$ cat config.mk
export PLATFORM = sky130hd
export DESIGN_NAME = cvm_front
export DESIGN_NICKNAME = d
export VERILOG_FILES = /design/src/cvm_pkg.sv /design/src/cvm_front.sv
export SDC_FILE = /design/constraint.sdc
export NUM_CORES = 1
export LEC_CHECK = 0
export BUFFER_PORTS_ARGS = -buffer_cell sky130_fd_sc_hd__buf_2
export CORE_AREA = 2 2 227 229
export DETAILED_ROUTE_END_ITERATION = 10
export DIE_AREA = 0 0 229 231
export PLACE_DENSITY_LB_ADDON = 0.15
export SYNTH_ARGS = -nofsm -noshare
export SYNTH_HDL_FRONTEND = slang
export SYNTH_SLANG_ARGS = --single-unit
$ cat constraint.sdc
create_clock -name vclk -period 3.2
set_clock_uncertainty 0.2 [all_clocks]
set_input_delay 0.16 -clock vclk [all_inputs]
set_output_delay 0.16 -clock vclk [all_outputs]
set_load 0.02 [all_outputs]
$ cat src/cvm_pkg.sv
// Shared types, widths, rounding helpers and the back-end step table of the view matrix block.
package cvm_pkg;

  // Fraction bits of every fixed-point value
  localparam int FRAC_BITS = 16;

  // Widths of the internal vectors
  localparam int UNIT_W = FRAC_BITS + 2;   // unit vector component, |v| <= 1.0
  localparam int L_W    = FRAC_BITS + 3;   // left axis component
  localparam int T_W    = FRAC_BITS + 4;   // true up component, widest multiplier operand
  localparam int MAG_W  = 33;              // magnitude of a 33-bit signed difference
  localparam int NUM_W  = FRAC_BITS + 32;  // dividend of the unit vector division
  localparam int ACC_W  = FRAC_BITS + 37;  // product accumulator
  localparam int RND_W  = ACC_W - FRAC_BITS + 1;
  localparam int DCNT_W = $clog2(FRAC_BITS + 1);
  localparam int STEP_W = 5;

  localparam logic [STEP_W-1:0] STEP_LAST = STEP_W'(21);

  typedef logic signed [31:0]       s32_t;
  typedef logic signed [32:0]       s33_t;
  typedef logic signed [UNIT_W-1:0] unit_t;
  typedef logic signed [L_W-1:0]    left_t;
  typedef logic signed [T_W-1:0]    tup_t;
  typedef logic signed [ACC_W-1:0]  acc_t;
  typedef logic signed [RND_W-1:0]  rnd_t;

  // One request on the input side
  typedef struct packed {
    s32_t eye_x;
    s32_t eye_y;
    s32_t eye_z;
    s32_t target_x;
    s32_t target_y;
    s32_t target_z;
    s32_t up_x;
    s32_t up_y;
    s32_t up_z;
  } in_t;

  // One matrix row on the result side
  typedef struct packed {
    logic [1:0] row_index;
    s32_t       col0;
    s32_t       col1;
    s32_t       col2;
    s32_t       col3;
    logic       degenerate;
    logic       last_row;
  } out_t;

  // Classified request held between front and back
  typedef struct packed {
    s32_t [2:0] eye;
    s33_t [2:0] d;
    s33_t [2:0] up;
    logic       degen;
  } item_t;

  // Normalize unit handshake
  typedef struct packed {
    logic       start;
    s33_t [2:0] vec;
  } norm_req_t;

  typedef struct packed {
    logic        done;
    unit_t [2:0] unit;
  } norm_rsp_t;

  // Back-end step table codes
  typedef enum logic [3:0] {
    OPA_F0, OPA_F1, OPA_F2, OPA_L0, OPA_L1, OPA_L2, OPA_T0, OPA_T1, OPA_T2
  } opa_t;

  typedef enum logic [3:0] {
    OPB_N0, OPB_N1, OPB_N2, OPB_F0, OPB_F1, OPB_F2, OPB_E0, OPB_E1, OPB_E2
  } opb_t;

  typedef enum logic [2:0] {
    ST_NONE, ST_L0, ST_L1, ST_L2, ST_T0, ST_T1, ST_T2
  } store_t;

  typedef enum logic [1:0] {
    EM_NONE, EM_ROW0, EM_ROW1, EM_ROW2
  } emit_t;

  typedef struct packed {
    opa_t   a;
    opb_t   b;
    logic   first;
    logic   sub;
    store_t st;
    emit_t  em;
  } ucode_t;

  // Step table: one multiply-accumulate per step; a step that opens a new sum
  // also stores or emits the sum that the accumulator holds from the last one.
  // Left and true up dot sums are accumulated negated so each translation is a plain rounding.
  function automatic ucode_t ucode(input logic [STEP_W-1:0] step);
    ucode_t u;
    unique case (step)
      5'd0:  u = '{OPA_F1, OPB_N2, 1'b1, 1'b0, ST_NONE, EM_NONE};
      5'd1:  u = '{OPA_F2, OPB_N1, 1'b0, 1'b1, ST_NONE, EM_NONE};
      5'd2:  u = '{OPA_F2, OPB_N0, 1'b1, 1'b0, ST_L0,   EM_NONE};
      5'd3:  u = '{OPA_F0, OPB_N2, 1'b0, 1'b1, ST_NONE, EM_NONE};
      5'd4:  u = '{OPA_F0, OPB_N1, 1'b1, 1'b0, ST_L1,   EM_NONE};
      5'd5:  u = '{OPA_F1, OPB_N0, 1'b0, 1'b1, ST_NONE, EM_NONE};
      5'd6:  u = '{OPA_L1, OPB_F2, 1'b1, 1'b0, ST_L2,   EM_NONE};
      5'd7:  u = '{OPA_L2, OPB_F1, 1'b0, 1'b1, ST_NONE, EM_NONE};
      5'd8:  u = '{OPA_L2, OPB_F0, 1'b1, 1'b0, ST_T0,   EM_NONE};
      5'd9:  u = '{OPA_L0, OPB_F2, 1'b0, 1'b1, ST_NONE, EM_NONE};
      5'd10: u = '{OPA_L0, OPB_F1, 1'b1, 1'b0, ST_T1,   EM_NONE};
      5'd11: u = '{OPA_L1, OPB_F0, 1'b0, 1'b1, ST_NONE, EM_NONE};
      5'd12: u = '{OPA_L0, OPB_E0, 1'b1, 1'b1, ST_T2,   EM_NONE};
      5'd13: u = '{OPA_L1, OPB_E1, 1'b0, 1'b1, ST_NONE, EM_NONE};
      5'd14: u = '{OPA_L2, OPB_E2, 1'b0, 1'b1, ST_NONE, EM_NONE};
      5'd15: u = '{OPA_T0, OPB_E0, 1'b1, 1'b1, ST_NONE, EM_ROW0};
      5'd16: u = '{OPA_T1, OPB_E1, 1'b0, 1'b1, ST_NONE, EM_NONE};
      5'd17: u = '{OPA_T2, OPB_E2, 1'b0, 1'b1, ST_NONE, EM_NONE};
      5'd18: u = '{OPA_F0, OPB_E0, 1'b1, 1'b0, ST_NONE, EM_ROW1};
      5'd19: u = '{OPA_F1, OPB_E1, 1'b0, 1'b0, ST_NONE, EM_NONE};
      5'd20: u = '{OPA_F2, OPB_E2, 1'b0, 1'b0, ST_NONE, EM_NONE};
      5'd21: u = '{OPA_F0, OPB_N0, 1'b1, 1'b0, ST_NONE, EM_ROW2};
      default: u = '{OPA_F0, OPB_N0, 1'b1, 1'b0, ST_NONE, EM_NONE};
    endcase
    return u;
  endfunction

  // Shift right by FRAC_BITS, rounding half away from zero
  function automatic rnd_t sround(input acc_t v);
    logic [ACC_W:0] half;
    logic [ACC_W:0] s;
    half = (ACC_W + 1)'(1) << (FRAC_BITS - 1);
    s = {v[ACC_W-1], v} + half - (ACC_W + 1)'(v[ACC_W-1]);
    return rnd_t'(s[ACC_W:FRAC_BITS]);
  endfunction

  // Saturate to the signed 32-bit range
  function automatic s32_t sat32(input rnd_t v);
    s32_t r;
    if (v[RND_W-1:31] == '0 || v[RND_W-1:31] == '1) begin
      r = s32_t'(v[31:0]);
    end else if (v[RND_W-1]) begin
      r = 32'sh8000_0000;
    end else begin
      r = 32'sh7FFF_FFFF;
    end
    return r;
  endfunction

endpackage

$ cat src/cvm_front.sv
// Front end: forms the view direction and flags requests with a zero-length vector.
module cvm_front import cvm_pkg::*; (
  input  in_t   item,
  input  logic  push,
  input  logic  q_full,
  output logic  wr,
  output item_t wdata,
  output logic  full
);

  logic d_zero;
  logic up_zero;

  // Take a request whenever the queue has room
  assign full = q_full;
  assign wr   = push && !q_full;

  // Form target minus eye at full width
  always_comb begin
    wdata.eye[0] = item.eye_x;
    wdata.eye[1] = item.eye_y;
    wdata.eye[2] = item.eye_z;
    wdata.d[0]   = 33'(item.target_x) - 33'(item.eye_x);
    wdata.d[1]   = 33'(item.target_y) - 33'(item.eye_y);
    wdata.d[2]   = 33'(item.target_z) - 33'(item.eye_z);
    wdata.up[0]  = 33'(item.up_x);
    wdata.up[1]  = 33'(item.up_y);
    wdata.up[2]  = 33'(item.up_z);
    d_zero       = (item.target_x == item.eye_x) && (item.target_y == item.eye_y) &&
                   (item.target_z == item.eye_z);
    up_zero      = (item.up_x == '0) && (item.up_y == '0) && (item.up_z == '0);
    wdata.degen  = d_zero || up_zero;
  end

endmodule

==> impl_metrics.xml, run 1 <==
<?xml version="1.0" encoding="UTF-8"?>
<metrics>
  <group name="critical_path">
    <metric name="critical_path.startpoint_type" unit="">primary input</metric>
    <metric name="critical_path_required" unit="ns">2.84</metric>
    <metric name="criticalPathCategory" unit="">in -&gt; out</metric>
    <metric name="critPathArrivalTime" unit="ns">2.71</metric>
    <metric name="critical_path.max_fanout" unit="">3</metric>
    <metric name="cp-end-kind" unit="">output port</metric>
  </group>
  <group name="sta">
    <metric name="slew_viol_final" unit="">0</metric>
    <metric name="worst_slack" unit="ns">0.133</metric>
    <metric name="holdWs" unit="ns">0.350</metric>
    <metric name="maxSlewHeadroom" unit="%">61.4</metric>
    <metric name="final_cycle_share" unit="%">95.8</metric>
    <metric name="finalHoldViolations" unit="">0</metric>
    <metric name="tightest_slew" unit="ns">0.574</metric>
    <metric name="tmin_final" unit="ns">3.07</metric>
    <metric name="rsz_0062_raised_after_global_routing" unit="">no</metric>
    <metric name="setup-violations-final" unit="">0</metric>
    <metric name="maximum_operating_frequency" unit="MHz">326</metric>
  </group>
  <group name="drt">
    <metric name="drtIter0Drc" unit="">354</metric>
    <metric name="vias" unit="">9862</metric>
    <metric name="viasPerCell" unit="">4.29</metric>
    <metric name="drc_errors" unit="">0</metric>
    <metric name="detail_route.wirelength" unit="um">46600</metric>
    <metric name="detail_route.wl_per_cell" unit="um">20.3</metric>
    <metric name="drtAntennaViolNets" unit="">0</metric>
    <metric name="drt_first_pass_iters" unit="">5</metric>
  </group>
  <group name="placed_design">
    <metric name="preCtsSetupSlack" unit="ns">-0.292</metric>
    <metric name="port_buffers" unit="">587</metric>
    <metric name="globalplace.congestion" unit="">0.934</metric>
    <metric name="place_inst" unit="">2290</metric>
    <metric name="hpwlAfterDp" unit="um">43600</metric>
  </group>
  <group name="pwr">
    <metric name="power.static_leakage" unit="nW">5.86</metric>
    <metric name="comb_power_share" unit="%">100.0</metric>
    <metric name="power.sequential.fraction" unit="%">0</metric>
    <metric name="worst_ir_drop_vdd" unit="uV">85.5</metric>
    <metric name="power.net_switching" unit="mW">1.72</metric>
    <metric name="power-per-cell-area" unit="nW/um^2">256</metric>
    <metric name="cell_internal_pwr" unit="mW">1.03</metric>
    <metric name="switching_share" unit="%">62.5</metric>
    <metric name="share_clk_of_total_power" unit="%">0</metric>
  </group>
  <group name="finish">
    <metric name="final_layout_size_suffix_gt1_share" unit="%">43.5</metric>
    <metric name="ff_latch_area" unit="sq um">0</metric>
    <metric name="seq_cells" unit="">0</metric>
    <metric name="layout.cells.non_filler" unit="">2298</metric>
    <metric name="layout_commonest_cell" unit="">buf_2</metric>
    <metric name="clockBufferCount" unit="">0</metric>
    <metric name="post-route-util" unit="%">21.1</metric>
    <metric name="fillerInstances" unit="">5934</metric>
    <metric name="synthToLayoutAreaGrowth" unit="%">37.8</metric>
    <metric name="final_cell_mix" unit="">buf_2 (583), inv_1 (126), ha_1 (93)</metric>
    <metric name="nets" unit="">2003</metric>
  </group>
  <group name="run">
    <metric name="max-cap-violations" unit="">0</metric>
  </group>
  <group name="synthesis">
    <metric name="yosysWarnings" unit="">0</metric>
    <metric name="net_count_synth" unit="">1556</metric>
    <metric name="synth_cells" unit="">1167</metric>
    <metric name="netlist_area" unit="sq um">7770</metric>
    <metric name="syn-mean-instance-area" unit="sq um">6.66</metric>
    <metric name="register_area_share_after_synthesis" unit="%">0</metric>
    <metric name="synth.distinct_cells" unit="">69</metric>
  </group>
  <group name="grt">
    <metric name="number_of_antenna_violations_at_the_first_check_in_global_routing" unit="">13</metric>
    <metric name="globalRouteOverflowTotal" unit="">0</metric>
    <metric name="grt.total_usage" unit="%">16.5</metric>
    <metric name="grt_pass1_wl" unit="um">64700</metric>
    <metric name="maximum_number_of_pins_on_one_net_before_global_route_repair" unit="">10</metric>
    <metric name="number_of_global_route_vias_before_repair" unit="">9838</metric>
  </group>
  <group name="floorplanning">
    <metric name="chipWidth" unit="um">229</metric>
    <metric name="die_area" unit="sq um">52900</metric>
    <metric name="std_cell_rows" unit="">83</metric>
    <metric name="design.core.area" unit="sq um">50700</metric>
    <metric name="start_util" unit="%">15.3</metric>
    <metric name="io-pin-count" unit="">587</metric>
    <metric name="die_y" unit="um">231</metric>
  </group>
  <group name="status">
    <metric name="run_status" unit="">complete, no violations</metric>
  </group>
  <group name="clock_network">
    <metric name="cts.hold.buffers_added" unit="">0</metric>
  </group>
  <group name="hold_path">
    <metric name="worst_hold_path_class" unit="">in -&gt; out</metric>
  </group>
</metrics>
## synthesized netlist by cell type, drive strengths merged (9+ instances only)
cell | instances | area [sq um]
inv | 128 | 480
nor3 | 17 | 85.1
and3 | 14 | 87.6
and2 | 10 | 63.8
o21a | 14 | 105
buf | 201 | 1510
xnor2 | 47 | 412
nand4 | 25 | 156
a211oi | 19 | 148
a31oi | 14 | 87.6
xor2 | 24 | 210
a21o | 55 | 415
o21ai | 55 | 275
o21bai | 12 | 90.1
nand3 | 25 | 125
nand2b | 14 | 87.6
nor2 | 60 | 225
ha | 96 | 1200
a21oi | 91 | 455
o211ai | 9 | 67.6
nor4 | 27 | 169
clkbuf | 19 | 81.3
nor2b | 16 | 100
nand2 | 84 | 315
## worst max-delay path: stages
cell and delay, ns:
buf_6 0.10, inv_4 0.06, ha_4 0.13, fa_2 0.24, or2b_4 0.15, a21o_4 0.13, a311oi_4 0.11, buf_4 0.16
or4_4 0.55, a311oi_4 0.43, mux2i_1 0.27, a211oi_2 0.05, buf_4 0.16
## repair_timing
action | in CTS | in global routing
gates cloned | 0 | 0
endpoints found under the setup margin | 10 | 13
setup buffers | 1 | 1
pin swaps | 7 | 12
gates resized for setup | 11 | 22
## stage by stage
stage	TNS, ns	cell area (sq um)	power [mW]
floorplan	0	7770	1.73
global placement	-0.854	10500	2.76
detailed placement	-0.792	10500	2.74
CTS	0	10600	2.76
global route	0	10700	2.99
finish	0	10700	2.75
## power groups by stage
stage                     logic, mW  clock network (mW)  registers (mW)
after global placement         2.76                   0               0
after detailed placement       2.74                   0               0
after global routing           2.99         0.000000169               0
final                          2.75         0.000000254               0
after CTS                      2.76                   0               0
after floorplan                1.73                   0               0
## final timing paths
path,from,to,cells after the start
hold / removal,item[240],wdata[247],2
setup / recovery,item[128],wdata[161],13
## cell families after synthesis
family | after synthesis | share of synthesized area [%]
buf+inv | 348 | 26.6
simple gates | 323 | 21.3
compound gates | 321 | 27.2
fa+ha+maj | 99 | 16.2
xor+xnor | 71 | 8.00
mux | 5 | 0.660
## layer usage
layer / vias to the layer above / part of all wire (%) / track usage [%]
met5: - / 0.092 / 0
met4: 6 / 1.6 / 2.96
met3: 38 / 6.7 / 3.45
met2: 412 / 51 / 30.9
met1: 4582 / 41 / 19.3
li1: 4824 / - / -
## area by class of cell
type                       count  area (sq um)  area share [%]
multi-input combinational    819          5820            54.4
timing repair buffer         665          3540            33.0
tap                          680           851            7.94
antenna                        6          15.0           0.140
inverter                     128           483            4.51
No activity file was read; power rests on OpenSTA's default activity.
==> inputs of run 2 (changes only) <==
==> constraint.sdc (replaced) <==
create_clock -name vclk -period 3.17
set_clock_uncertainty 0.2 [all_clocks]
set_input_delay 0.317 -clock vclk [all_inputs]
set_output_delay 0.317 -clock vclk [all_outputs]
set_load 0.02 [all_outputs]
==> impl_metrics.xml, run 2 (synthesized netlist as in run 1, its figures left out) <==
<?xml version="1.0" encoding="UTF-8"?>
<metrics>
  <group name="grt">
    <metric name="globalRouteOverflowTotal" unit="">0</metric>
    <metric name="number_of_antenna_violations_at_the_first_check_in_global_routing" unit="">11</metric>
    <metric name="maximum_number_of_pins_on_one_net_before_global_route_repair" unit="">10</metric>
    <metric name="grt.total_usage" unit="%">16.3</metric>
    <metric name="number_of_global_route_vias_before_repair" unit="">10400</metric>
    <metric name="grt_pass1_wl" unit="um">65100</metric>
  </group>
  <group name="critical_path">
    <metric name="critical_path.startpoint_type" unit="">primary input</metric>
    <metric name="cp_num_buf_inv" unit="">5</metric>
    <metric name="criticalPathCategory" unit="">in -&gt; out</metric>
    <metric name="critical_path.max_fanout" unit="">4</metric>
    <metric name="critPathArrivalTime" unit="ns">2.84</metric>
    <metric name="cp_top_family" unit="">simple AND/OR/NAND/NOR gates</metric>
    <metric name="critical_path_required" unit="ns">2.65</metric>
    <metric name="cp-end-kind" unit="">output port</metric>
    <metric name="worst_path_most_repeated_cell" unit="">buf_4</metric>
    <metric name="path_cells" unit="">buf_8 -&gt; inv_8 -&gt; ha_4 -&gt; fa_2 -&gt; or2b_4 -&gt; a21o_4 -&gt; a311oi_4 -&gt; buf_4 -&gt; or4_4 -&gt; a311oi_4 -&gt; buf_4 -&gt; nor3_2 -&gt; nor2_1 -&gt; buf_4</metric>
    <metric name="critPathSlowestCell" unit="">or4_4</metric>
    <metric name="critPathMaxStageDelay" unit="ns">0.52</metric>
  </group>
  <group name="placed_design">
    <metric name="preCtsSetupSlack" unit="ns">-0.613</metric>
    <metric name="place_area" unit="sq um">11200</metric>
    <metric name="globalplace.congestion" unit="">0.954</metric>
    <metric name="place_inst" unit="">2372</metric>
    <metric name="hpwlAfterDp" unit="um">42700</metric>
    <metric name="port_buffers" unit="">587</metric>
  </group>
  <group name="drt">
    <metric name="viasPerCell" unit="">4.26</metric>
    <metric name="drc_errors" unit="">0</metric>
    <metric name="drtIter0Drc" unit="">360</metric>
    <metric name="drtAntennaViolNets" unit="">0</metric>
    <metric name="vias" unit="">10200</metric>
    <metric name="drt_first_pass_iters" unit="">5</metric>
    <metric name="detail_route.wirelength" unit="um">46300</metric>
    <metric name="detail_route.wl_per_cell" unit="um">19.4</metric>
  </group>
  <group name="pwr">
    <metric name="total_power" unit="mW">3.10</metric>
    <metric name="power-per-cell-area" unit="nW/um^2">255</metric>
    <metric name="comb_power_share" unit="%">100.0</metric>
    <metric name="share_clk_of_total_power" unit="%">0</metric>
    <metric name="power.static_leakage" unit="nW">6.46</metric>
    <metric name="switching_share" unit="%">59.0</metric>
    <metric name="worst_ir_drop_vdd" unit="uV">106</metric>
    <metric name="cell_internal_pwr" unit="mW">1.27</metric>
    <metric name="power.net_switching" unit="mW">1.83</metric>
    <metric name="power.sequential.fraction" unit="%">0</metric>
  </group>
  <group name="sta">
    <metric name="maxSlewHeadroom" unit="%">62.9</metric>
    <metric name="tmin_final" unit="ns">3.36</metric>
    <metric name="worst_slack" unit="ns">-0.189</metric>
    <metric name="tightest_slew" unit="ns">0.551</metric>
    <metric name="slew_viol_final" unit="">0</metric>
    <metric name="holdWs" unit="ns">0.653</metric>
    <metric name="final_cycle_share" unit="%">106</metric>
    <metric name="rsz_0062_raised_after_global_routing" unit="">yes</metric>
    <metric name="setup-violations-final" unit="">7</metric>
    <metric name="maximum_operating_frequency" unit="MHz">298</metric>
    <metric name="finalHoldViolations" unit="">0</metric>
  </group>
  <group name="finish">
    <metric name="final_layout_size_suffix_gt1_share" unit="%">51.6</metric>
    <metric name="fillerInstances" unit="">5865</metric>
    <metric name="ff_latch_area" unit="sq um">0</metric>
    <metric name="design_area" unit="sq um">12200</metric>
    <metric name="nets" unit="">2095</metric>
    <metric name="final_cell_mix" unit="">buf_2 (545), buf_4 (188), inv_1 (117)</metric>
    <metric name="multi_input_area" unit="sq um">6400</metric>
    <metric name="layout_commonest_cell" unit="">buf_2</metric>
    <metric name="layout.cells.non_filler" unit="">2387</metric>
    <metric name="seq_cells" unit="">0</metric>
    <metric name="synthToLayoutAreaGrowth" unit="%">56.7</metric>
    <metric name="clockBufferCount" unit="">0</metric>
  </group>
  <group name="floorplanning">
    <metric name="die_area" unit="sq um">52900</metric>
    <metric name="die_y" unit="um">231</metric>
    <metric name="start_util" unit="%">15.3</metric>
    <metric name="chipWidth" unit="um">229</metric>
    <metric name="design.core.area" unit="sq um">50700</metric>
    <metric name="io-pin-count" unit="">587</metric>
    <metric name="std_cell_rows" unit="">83</metric>
  </group>
  <group name="status">
    <metric name="run_status" unit="">finished with violations</metric>
    <metric name="failed_checks" unit="">setup timing</metric>
  </group>
  <group name="hold_path">
    <metric name="worst_hold_path_class" unit="">in -&gt; out</metric>
  </group>
  <group name="run">
    <metric name="max-cap-violations" unit="">0</metric>
  </group>
</metrics>
-- run 2: cell types whose count changed in the layout (fill, tap and decap cells not counted), sizes merged --
cell	delta
buf	+90
clkbuf	+2
diode	-3
-- run 2: worst paths after layout --
path / start / end / slack, ns / cells past startpoint
setup / recovery: item[128] / wdata[165] / -0.19 / 14
hold / removal: item[232] / wdata[239] / 0.65 / 2
-- run 2: through the flow --
stage	util [%]	TNS, ns
final	24.0	-0.653
after global routing	24.0	-1.67
after CTS	23.0	-1.29
after detailed placement	22.1	-8.36
after global placement	22.1	-7.94
after floorplan	-	0
-- run 2: routing by layer --
metal / vias to the layer above / routed length [um] / GRT usage, %
met1: 4701 / 19200 / 19.4
met3: 30 / 3500 / 4.14
met5: - / 45 / 0
li1: 4999 / - / -
met2: 420 / 23000 / 30.3
met4: 8 / 467 / 1.38
-- run 2: power by group through the flow --
stage	registers [mW]	logic, mW	clock network (mW)
4_1_cts	0	3.02	0
6_report	0	3.10	0.000000127
3_3_place_gp	0	2.91	0
3_5_place_dp	0	2.90	0
5_1_grt	0	3.36	0.0000000845
2_1_floorplan	0	1.75	0
-- run 2: cell type report --
type                            count  area share [%]
Multi-Input combinational cell    819            52.6
Tap cell                          680            6.99
Inverter                          128            4.09
Antenna cell                        3          0.0617
Timing Repair Buffer              757            36.3
-- run 2: repair_timing --
action / CTS / global route
endpoints found under the hold margin: 0 / 0
gates resized for setup: 95 / 103
pin swaps: 34 / 58
setup buffers: 7 / 7
hold buffers: 0 / 0
setup endpoints to repair: 41 / 41
